===== config.mk =====
export PLATFORM = sky130hd
export DESIGN_NAME = triggered_clip_capture_controller_top
export DESIGN_NICKNAME = d
export VERILOG_FILES = /design/src/hdl/tccc_pkg.sv /design/src/hdl/tccc_cfg.sv /design/src/hdl/triggered_clip_capture_controller_top.sv
export SDC_FILE = /design/constraint.sdc
export NUM_CORES = 2
export LEC_CHECK = 0
export BUFFER_PORTS_ARGS = -buffer_cell sky130_fd_sc_hd__buf_4
export CAP_MARGIN = 5
export CELL_PAD_IN_SITES_DETAIL_PLACEMENT = 1
export CELL_PAD_IN_SITES_GLOBAL_PLACEMENT = 2
export CORE_UTILIZATION = 35
export DETAILED_ROUTE_END_ITERATION = 16
export PLACE_DENSITY_LB_ADDON = 0.15
export REMOVE_ABC_BUFFERS = 1
export SLEW_MARGIN = 20
export SYNTH_ARGS = -nofsm -noshare
export SYNTH_HDL_FRONTEND = slang
export SYNTH_HIERARCHICAL = 1
export SYNTH_SLANG_ARGS = --single-unit

===== constraint.sdc =====
create_clock -name clk -period 17.1 [get_ports clk]
set_clock_uncertainty 0.15 [all_clocks]
set_input_delay 4.275 -clock clk [delete_from_list [all_inputs] [get_ports clk]]
set_output_delay 4.275 -clock clk [all_outputs]
set_load 0.05 [all_outputs]

===== src/hdl/tccc_pkg.sv =====
package tccc_pkg;

  localparam int unsigned TimeW = 62;   // strike / event timestamps
  localparam int unsigned WideW = 63;   // deadlines, clip bounds
  localparam int unsigned CfgW  = 40;   // configuration registers
  localparam int unsigned IdW   = 32;   // clip ids
  localparam int unsigned IdxW  = 3;    // configuration register index

  // controller mode, one-hot
  typedef enum logic [2:0] {
    MODE_READY = 3'b001,
    MODE_WAIT  = 3'b010,
    MODE_COOL  = 3'b100
  } mode_t;

  // session_state codes on the result
  localparam logic [1:0] SESS_READY = 2'd0;
  localparam logic [1:0] SESS_WAIT  = 2'd1;
  localparam logic [1:0] SESS_COOL  = 2'd2;

  typedef enum logic [3:0] {
    DISP_ACCEPTED       = 4'd0,
    DISP_IGN_PENDING    = 4'd1,
    DISP_IGN_COOLDOWN   = 4'd2,
    DISP_PREROLL_GONE   = 4'd3,
    DISP_NONE_PENDING   = 4'd4,
    DISP_WAITING        = 4'd5,
    DISP_EXPIRED        = 4'd6,
    DISP_FREEZE         = 4'd7,
    DISP_TIME_BACKWARDS = 4'd8,
    DISP_CONFIRM_EARLY  = 4'd9,
    DISP_CFG_INVALID    = 4'd10
  } disp_t;

  typedef enum logic [IdxW-1:0] {
    CFG_LEAD_SPAN       = 3'd0,
    CFG_TAIL_SPAN       = 3'd1,
    CFG_BOUNDARY_MARGIN = 3'd2,
    CFG_RING_RETENTION  = 3'd3,
    CFG_COOLDOWN_LENGTH = 3'd4
  } cfg_idx_t;

  // request type
  localparam logic REQ_TRIGGER = 1'b0;
  localparam logic REQ_TICK    = 1'b1;

  // configuration as seen by the decision logic, with derived terms
  typedef struct packed {
    logic [CfgW-1:0] lead_span;
    logic [CfgW-1:0] tail_span;
    logic [CfgW-1:0] cooldown_length;
    logic [CfgW:0]   post_margin;  // tail_span + boundary_margin
    logic [CfgW-1:0] slack;        // ring_retention - boundary_margin - lead_span
    logic            ok;           // ring holds lead + tail + 2 * margin
  } cfg_t;

endpackage


===== src/hdl/tccc_cfg.sv =====
module tccc_cfg (
  input  logic                           clk,
  input  logic                           rst,
  input  logic                           cfg_valid,
  output logic                           cfg_ready,
  input  logic [tccc_pkg::IdxW-1:0]      cfg_index,
  input  logic [tccc_pkg::CfgW-1:0]      cfg_data,
  output tccc_pkg::cfg_t                 cfg
);

  logic [tccc_pkg::CfgW-1:0] lead_span;
  logic [tccc_pkg::CfgW-1:0] tail_span;
  logic [tccc_pkg::CfgW-1:0] boundary_margin;
  logic [tccc_pkg::CfgW-1:0] ring_retention;
  logic [tccc_pkg::CfgW-1:0] cooldown_length;
  logic [tccc_pkg::CfgW+2:0] need;
  logic [tccc_pkg::CfgW+1:0] slack_full;

  assign cfg_ready = 1'b1;

  always_ff @(posedge clk) begin
    if (rst) begin
      lead_span       <= '0;
      tail_span       <= '0;
      boundary_margin <= '0;
      ring_retention  <= '0;
      cooldown_length <= '0;
    end else if (cfg_valid && cfg_ready) begin
      unique case (cfg_index)
        tccc_pkg::CFG_LEAD_SPAN:       lead_span       <= cfg_data;
        tccc_pkg::CFG_TAIL_SPAN:       tail_span       <= cfg_data;
        tccc_pkg::CFG_BOUNDARY_MARGIN: boundary_margin <= cfg_data;
        tccc_pkg::CFG_RING_RETENTION:  ring_retention  <= cfg_data;
        tccc_pkg::CFG_COOLDOWN_LENGTH: cooldown_length <= cfg_data;
        default: ;
      endcase
    end
  end

  assign need = {3'b000, lead_span} + {3'b000, tail_span} + {2'b00, boundary_margin, 1'b0};
  assign slack_full = {2'b00, ring_retention} - {2'b00, boundary_margin} - {2'b00, lead_span};

  // derived terms are registered after a write; user must hold requests off until then
  always_ff @(posedge clk) begin
    if (rst) begin
      cfg <= '{default: '0, ok: 1'b1};
    end else begin
      cfg.lead_span       <= lead_span;
      cfg.tail_span       <= tail_span;
      cfg.cooldown_length <= cooldown_length;
      cfg.post_margin     <= {1'b0, tail_span} + {1'b0, boundary_margin};
      cfg.slack           <= slack_full[tccc_pkg::CfgW-1:0];
      cfg.ok              <= {3'b000, ring_retention} >= need;
    end
  end

endmodule


===== src/hdl/triggered_clip_capture_controller_top.sv =====
// Trigger controller for a capture ring. Each request is a trigger (strike and
// confirmation time) or a tick (current time) and yields exactly one result.
// A request is held in the input register; the decision, the state
// update and the result register load happen together on the edge at
// which it is decided, so a new request is taken every cycle while the
// result channel is not stalled; its result is loaded from there straight
// into the result register. The result register lets the next request
// in while a result waits under out_stall. Configuration writes are
// always ready; derived terms (ring check, slack, post+margin) are
// registered in the cycle after the write, which is inside the idle gap
// required before the next request. Errors (bad config, confirm before
// strike, time running backwards) leave all state untouched and report the unchanged session state.
module triggered_clip_capture_controller_top (
  input  logic                              clk,
  input  logic                              rst,
  // request channel
  input  logic                              in_valid,
  output logic                              in_stall,
  input  logic                              req_type,
  input  logic [tccc_pkg::TimeW-1:0]        hit_time,
  input  logic [tccc_pkg::TimeW-1:0]        event_time,
  // result channel
  output logic                              out_valid,
  input  logic                              out_stall,
  output logic [3:0]                        disposition,
  output logic [tccc_pkg::IdW-1:0]          clip_id,
  output logic                              freeze_valid,
  output logic [tccc_pkg::TimeW-1:0]        freeze_strike,
  output logic [tccc_pkg::TimeW-1:0]        freeze_confirm,
  output logic signed [tccc_pkg::WideW-1:0] clip_start,
  output logic [tccc_pkg::WideW-1:0]        clip_end,
  output logic [1:0]                        session_state,
  output logic [tccc_pkg::WideW-1:0]        pending_deadline,
  // configuration write channel
  input  logic                              cfg_valid,
  output logic                              cfg_ready,
  input  logic [tccc_pkg::IdxW-1:0]         cfg_index,
  input  logic [tccc_pkg::CfgW-1:0]         cfg_data
);

  tccc_pkg::cfg_t cfg;

  tccc_cfg u_cfg (
    .clk       (clk),
    .rst       (rst),
    .cfg_valid (cfg_valid),
    .cfg_ready (cfg_ready),
    .cfg_index (cfg_index),
    .cfg_data  (cfg_data),
    .cfg       (cfg)
  );

  // ---------------- input register ----------------
  logic                       s1_valid;
  logic                       s1_type;
  logic [tccc_pkg::TimeW-1:0] s1_strike;
  logic [tccc_pkg::TimeW-1:0] s1_time;
  logic                       step;   // s1 request is decided this edge

  assign step     = s1_valid && (!out_valid || !out_stall);
  assign in_stall = s1_valid && !step;

  always_ff @(posedge clk) begin
    if (rst) begin
      s1_valid <= 1'b0;
    end else if (!in_stall) begin
      s1_valid <= in_valid;
    end
  end

  always_ff @(posedge clk) begin
    if (in_valid && !in_stall) begin
      s1_type   <= req_type;
      s1_strike <= hit_time;
      s1_time   <= event_time;
    end
  end

  // ---------------- controller state ----------------
  tccc_pkg::mode_t            mode, mode_next;
  logic [tccc_pkg::IdW-1:0]   next_id, next_id_next;
  logic [tccc_pkg::IdW-1:0]   pending_id, pending_id_next;
  logic [tccc_pkg::IdW-1:0]   last_frozen_id, last_frozen_id_next;
  logic [tccc_pkg::TimeW-1:0] held_strike, held_strike_next;
  logic [tccc_pkg::TimeW-1:0] held_confirm, held_confirm_next;
  logic [tccc_pkg::WideW-1:0] deadline, deadline_next;
  logic [tccc_pkg::WideW-1:0] cooldown_end, cooldown_end_next;
  logic                       seen_time, seen_time_next;
  logic [tccc_pkg::TimeW-1:0] last_time, last_time_next;

  // decision results
  tccc_pkg::disp_t            r_disp;
  logic [tccc_pkg::IdW-1:0]   r_id;
  logic                       r_freeze;
  logic [tccc_pkg::WideW-1:0] r_start;
  logic [tccc_pkg::WideW-1:0] r_end;
  logic [1:0]                 r_sess;
  logic [tccc_pkg::WideW-1:0] r_pdl;

  // shared terms
  logic [tccc_pkg::WideW-1:0] now_w;
  logic                       cool_over;
  tccc_pkg::mode_t            mode_eff;
  logic [tccc_pkg::TimeW-1:0] age_new;   // confirm - strike of a trigger
  logic [tccc_pkg::TimeW-1:0] age_held;  // now - held strike
  logic [tccc_pkg::TimeW-1:0] slack_w;

  assign now_w     = {1'b0, s1_time};
  assign cool_over = now_w >= cooldown_end;
  assign mode_eff  = (mode == tccc_pkg::MODE_COOL && cool_over) ? tccc_pkg::MODE_READY : mode;
  assign age_new   = s1_time - s1_strike;
  assign age_held  = s1_time - held_strike;
  assign slack_w   = {{(tccc_pkg::TimeW - tccc_pkg::CfgW){1'b0}}, cfg.slack};

  always_comb begin
    mode_next           = mode;
    next_id_next        = next_id;
    pending_id_next     = pending_id;
    last_frozen_id_next = last_frozen_id;
    held_strike_next    = held_strike;
    held_confirm_next   = held_confirm;
    deadline_next       = deadline;
    cooldown_end_next   = cooldown_end;
    seen_time_next      = seen_time;
    last_time_next      = last_time;
    r_disp   = tccc_pkg::DISP_CFG_INVALID;
    r_id     = '0;
    r_freeze = 1'b0;
    r_start  = '0;
    r_end    = '0;

    if (!cfg.ok) begin
      r_disp = tccc_pkg::DISP_CFG_INVALID;
    end else if (s1_type == tccc_pkg::REQ_TRIGGER && s1_time < s1_strike) begin
      r_disp = tccc_pkg::DISP_CONFIRM_EARLY;
    end else if (seen_time && s1_time < last_time) begin
      r_disp = tccc_pkg::DISP_TIME_BACKWARDS;
    end else begin
      seen_time_next = 1'b1;
      last_time_next = s1_time;
      mode_next      = mode_eff;
      if (s1_type == tccc_pkg::REQ_TRIGGER) begin
        if (mode_eff == tccc_pkg::MODE_WAIT) begin
          r_disp = tccc_pkg::DISP_IGN_PENDING;
          r_id   = pending_id;
        end else if (mode_eff == tccc_pkg::MODE_COOL) begin
          r_disp = tccc_pkg::DISP_IGN_COOLDOWN;
          r_id   = last_frozen_id;
        end else if (age_new > slack_w) begin
          // pre-roll already rolled out of the ring
          r_disp = tccc_pkg::DISP_PREROLL_GONE;
        end else begin
          r_disp            = tccc_pkg::DISP_ACCEPTED;
          r_id              = next_id;
          pending_id_next   = next_id;
          next_id_next      = (next_id == '1) ? tccc_pkg::IdW'(1)
                                              : next_id + tccc_pkg::IdW'(1);
          held_strike_next  = s1_strike;
          held_confirm_next = s1_time;
          deadline_next     = {1'b0, s1_strike}
                              + {{(tccc_pkg::WideW - tccc_pkg::CfgW - 1){1'b0}},
                                 cfg.post_margin};
          mode_next         = tccc_pkg::MODE_WAIT;
        end
      end else begin
        if (mode_eff != tccc_pkg::MODE_WAIT) begin
          r_disp = tccc_pkg::DISP_NONE_PENDING;
        end else if (now_w < deadline) begin
          r_disp = tccc_pkg::DISP_WAITING;
          r_id   = pending_id;
        end else if (age_held > slack_w) begin
          r_disp          = tccc_pkg::DISP_EXPIRED;
          r_id            = pending_id;
          pending_id_next = '0;
          mode_next       = tccc_pkg::MODE_READY;
        end else begin
          r_disp              = tccc_pkg::DISP_FREEZE;
          r_id                = pending_id;
          r_freeze            = 1'b1;
          r_start             = {1'b0, held_strike}
                                - {{(tccc_pkg::WideW - tccc_pkg::CfgW){1'b0}}, cfg.lead_span};
          r_end               = {1'b0, held_strike}
                                + {{(tccc_pkg::WideW - tccc_pkg::CfgW){1'b0}}, cfg.tail_span};
          last_frozen_id_next = pending_id;
          pending_id_next     = '0;
          if (cfg.cooldown_length == '0) begin
            mode_next = tccc_pkg::MODE_READY;
          end else begin
            cooldown_end_next = now_w
                                + {{(tccc_pkg::WideW - tccc_pkg::CfgW){1'b0}},
                                   cfg.cooldown_length};
            mode_next         = tccc_pkg::MODE_COOL;
          end
        end
      end
    end

    // session view after the request
    unique case (mode_next)
      tccc_pkg::MODE_WAIT: begin
        r_sess = tccc_pkg::SESS_WAIT;
        r_pdl  = deadline_next;
      end
      tccc_pkg::MODE_COOL: begin
        r_sess = tccc_pkg::SESS_COOL;
        r_pdl  = cooldown_end_next;
      end
      default: begin
        r_sess = tccc_pkg::SESS_READY;
        r_pdl  = '0;
      end
    endcase
  end

  always_ff @(posedge clk) begin
    if (rst) begin
      mode           <= tccc_pkg::MODE_READY;
      next_id        <= tccc_pkg::IdW'(1);
      pending_id     <= '0;
      last_frozen_id <= '0;
      held_strike    <= '0;
      held_confirm   <= '0;
      deadline       <= '0;
      cooldown_end   <= '0;
      seen_time      <= 1'b0;
      last_time      <= '0;
    end else if (step) begin
      mode           <= mode_next;
      next_id        <= next_id_next;
      pending_id     <= pending_id_next;
      last_frozen_id <= last_frozen_id_next;
      held_strike    <= held_strike_next;
      held_confirm   <= held_confirm_next;
      deadline       <= deadline_next;
      cooldown_end   <= cooldown_end_next;
      seen_time      <= seen_time_next;
      last_time      <= last_time_next;
    end
  end

  // ---------------- result register ----------------
  tccc_pkg::disp_t out_disp;

  always_ff @(posedge clk) begin
    if (rst) begin
      out_valid <= 1'b0;
    end else if (step) begin
      out_valid <= 1'b1;
    end else if (!out_stall) begin
      out_valid <= 1'b0;
    end
  end

  always_ff @(posedge clk) begin
    if (step) begin
      out_disp         <= r_disp;
      clip_id          <= r_id;
      freeze_valid     <= r_freeze;
      freeze_strike    <= r_freeze ? held_strike : '0;
      freeze_confirm   <= r_freeze ? held_confirm : '0;
      clip_start       <= r_start;
      clip_end         <= r_end;
      session_state    <= r_sess;
      pending_deadline <= r_pdl;
    end
  end

  assign disposition = out_disp;

  // ---------------- assertions ----------------
  a_wait_has_id: assert property (@(posedge clk) disable iff (rst)
    mode == tccc_pkg::MODE_WAIT |-> pending_id != '0)
    else $error("waiting with no pending clip id");

  a_next_id_nonzero: assert property (@(posedge clk) disable iff (rst)
    next_id != '0)
    else $error("next clip id is zero");

  a_accept_enters_wait: assert property (@(posedge clk) disable iff (rst)
    step && r_disp == tccc_pkg::DISP_ACCEPTED |=> mode == tccc_pkg::MODE_WAIT)
    else $error("accepted trigger did not arm the pending clip");

  a_error_keeps_state: assert property (@(posedge clk) disable iff (rst)
    step && (r_disp == tccc_pkg::DISP_CFG_INVALID || r_disp == tccc_pkg::DISP_CONFIRM_EARLY
             || r_disp == tccc_pkg::DISP_TIME_BACKWARDS)
    |=> $stable(mode) && $stable(pending_id) && $stable(last_time))
    else $error("error request changed controller state");

  a_result_after_step: assert property (@(posedge clk) disable iff (rst)
    step |=> out_valid)
    else $error("decided request produced no result");

endmodule


==> impl_results.md <==
* Mux cell area share after synthesis at 0.0205
* Post-synthesis xor/xnor area fraction at 0.0422
* Worst r2r src: s1_time[5]$_DFFE_PP_
* YS warnings at 6
* Adder and majority cell fraction of the synthesized area at 0.135
* Final wirelength at 338000 um
* GRT Util Overall at 0.288
* Kind of critical path: flip-flop to flip-flop
* CP arrival at 9.94 ns
* Largest net degree at the start of global routing at 170
* WHS Path Cells at 2
* CTS clk-pin slew, worst paths at 0.06 ns
* Post-CTS Resized at 0
* Mapped cell area at 78900 um^2
* Distinct cells, synth at 111
* Initial antenna violation count at 12
* Placed Area at 86000 um^2
* DPL Wire Length at 267000 um
* Final #Nets at 10400
* Clk_lat worst skew at 0.83 ns
* Ys async rst share at 0
* Synth area leader: dfxtp_1
* Synth Area per Inst at 8.75 um^2
* Setup-failing EPs final at 0
* Synth Area in Compound Gates at 0.187
* CTS sink count at 1293
* Worst reg2reg path endpoint: pending_deadline[19]$_DFFE_PP_
* Post-placement setup slack at 7.64 ns
* Number of synthesized flops with an enable pin at 477
* Remaining DRCs at 0
* Most frequent cell after synthesis: nand2_1
* Vias/cell at 5.54
* Status: finished, final reports clean
* Die Area at 227000 um^2
* Synth Register Bits at 1293
* CTS tree: yes
* Die X at 477 um
* Fin Setup TNS at 0 ns
* Starting density of the core at 0.354
* Critical path endpoint category: flip-flop
* Synth area leaders: dfxtp_1 (21%), edfxtp_1 (18%), ha_1 (11%)
* Core area at 223000 um^2
* Layout cells sized above 1 at 0.111
* Bufs on Longest Clock Path at 3
* CTS Hold Bufs at 0
* RSZ-0062 raised after global routing: false
* First-pass GRT wire length at 489000 um
* R2R cell count at 25
* Number of max-cap violations at 0
* Area share of the largest cell type after synthesis at 0.207
* Max rail drop VDD at 86.7 uV
* Post-route cell area at 91300 um^2
* Cell Int Power at 0.00577 W
* Comb pwr share at 0.190
* Post-CTS Setup Bufs at 0
* # IOs at 528
* Sw Share at 0.313
* Hold crit path type: flip-flop to flip-flop
* Setup WS post-layout at 7.54 ns
* H-Tree Depth at 4
* Hold wc startpoint: held_confirm[54]$_SDFFE_PP0P_
* Worst setup SP type: flip-flop
* Final Hold Vio Count at 0
* Normalized max-slew margin at 0.205
* Clock power share at 0.405
* Simple-gate share of the synthesized area at 0.178
* Synth Flop Type: dfxtp_1
* Initial DRC count at 4778
* DR WL/cell at 26.9 um
* Worst endpoint required time at 17.48 ns
* Critical Path Source: s1_time[5]$_DFFE_PP_
* Flop2flop setup slack at 7.54 ns
* Seq/Total Area, Yosys at 0.388
* Largest family of logic cells by synthesized area: compound AO/OA/AOI/OAI gates
* Worst-Margin Slew at 1.19 ns
* Clock root buffer: clkbuf_16
* Antenna Nets Post-Route at 0
* Port bufs at 526
* Die H at 477 um
* Flop pwr share at 0.405
* CP Max Fanout at 46
* Vias in the first global route at 70700
* GRT overflow at 0
* Period utilization at 0.559
* Leakage power at 35.4 nW
* Rows at 173
* Fmax at 105 MHz
* Vias at 69500
* Syn Inst Count at 9019
* Sw Pwr at 0.00262 W
* GPL Wtd Cong at 0.930
* Minimum clock period after layout at 9.56 ns
* Slew Limit Fails at 0
* Synth top cells by count: nand2_1 (1193), a21oi_1 (1024), dfxtp_1 (816)
* CP endpoint: pending_deadline[19]$_DFFE_PP_
* Num CTS Buffers at 157
* DRT Pass-1 Iters at 5
* Area growth from synthesis to layout at 15.7%
* Power Density at 91.9 nW/um^2
flip-flops by register name (all words and copies together), names as in the netlist, 62 cells and up:
| signal | cells |
|---|---|
| u_cfg/cfg | 202 |
| clip_end | 63 |
| clip_start | 63 |
| cooldown_end | 63 |
| deadline | 63 |
| pending_deadline | 63 |
| freeze_confirm | 62 |
| freeze_strike | 62 |
| held_confirm | 62 |
| held_strike | 62 |
| last_time | 62 |
| s1_strike | 62 |
| s1_time | 62 |
cell families after synthesis:
family / after synthesis
compound gates: 2336
xor+xnor: 380
fa+ha+maj: 797
buf+inv: 1005
flops: 1293
mux: 159
other cells: 1
simple gates: 3048
per-stage QoR:
stage / utilization / power [W] / hold slack, ns / std cells
after global placement: 0.385 / 0.00502 / 0.283 / 12200
after floorplan: - / 0.00440 / 0.271 / 8627
after detailed placement: 0.385 / 0.00504 / 0.291 / 12200
after CTS: 0.409 / 0.00846 / 0.298 / 12500
after global routing: 0.409 / 0.00871 / 0.318 / 12500
final: 0.409 / 0.00839 / 0.296 / 12500
critical path: stages, from the launching register on:
cell	delay [ns]
edfxtp_1	0.59
ha_1	0.47
nand2_1	0.09
or2_2	0.32
a31oi_1	0.43
o211ai_1	0.23
a31oi_1	0.68
a21oi_1	0.27
o21ai_0	0.56
a21oi_1	0.20
xnor2_1	0.16
ha_1	0.31
nand4_1	0.21
nor4_1	0.52
a31oi_1	0.15
o21a_1	0.17
a2111oi_0	0.39
nand4_1	0.16
nor4_1	0.32
nand4_1	0.40
nor3_2	0.22
buf_4	0.62
a221oi_2	0.12
nand3_4	0.38
buf_4	0.74
o22ai_1	0.23
cells in the final DEF (no fill, tap or decap), types with 164 or more instances in the layout:
| cell | n |
|---|---|
| nor2b_1 | 169 |
| buf_4 | 632 |
| nand3_1 | 173 |
| edfxtp_1 | 477 |
| xnor2_1 | 238 |
| o21ai_0 | 323 |
| a21oi_1 | 1022 |
| nor2_1 | 772 |
| inv_1 | 608 |
| a21o_1 | 244 |
| nand2_1 | 1189 |
| dfxtp_1 | 816 |
| nand4_1 | 164 |
| ha_1 | 711 |
power groups by stage:
| stage | Sequential [W] | Combinational, W | Clock (W) |
|---|---|---|---|
| after floorplan | 0.00357 | 0.000833 | 0 |
| after global placement | 0.00346 | 0.00156 | 0 |
| after detailed placement | 0.00346 | 0.00158 | 0 |
| after CTS | 0.00340 | 0.00159 | 0.00347 |
| after global routing | 0.00340 | 0.00172 | 0.00359 |
| final | 0.00340 | 0.00160 | 0.00340 |
how the worst min path moves through the flow:
| stage | to | slack, ns |
|---|---|---|
| after floorplan | held_confirm[0]$_SDFFE_PP0P_ | 0.27 |
| after global placement | held_confirm[59]$_SDFFE_PP0P_ | 0.28 |
| after detailed placement | held_confirm[54]$_SDFFE_PP0P_ | 0.29 |
| after CTS | held_confirm[54]$_SDFFE_PP0P_ | 0.30 |
| after global routing | last_time[29]$_SDFFE_PP0P_ | 0.32 |
| final | held_confirm[54]$_SDFFE_PP0P_ | 0.30 |
metal layers:
| metal | GRT usage | wire length [um] | vias to the layer above |
|---|---|---|---|
| li1 | - | - | 32700 |
| met1 | 0.400 | 159000 | 34900 |
| met2 | 0.471 | 156000 | 1570 |
| met3 | 0.0284 | 12200 | 345 |
| met4 | 0.0853 | 10300 | 4 |
| met5 | 0 | 22 | - |
final cells by class:
cell class                      instances  area (um^2)
Tap cell                             2975         3720
Timing Repair Buffer                  640         4910
Sequential cell                      1293        30700
Clock buffer                          219         4410
Antenna cell                            4         10.0
Fill cell                           25900       132000
Multi-Input combinational cell       6721        44500
Inverter                              613         2310
Clock inverter                         75          805
(Power assumes the default switching activity.)
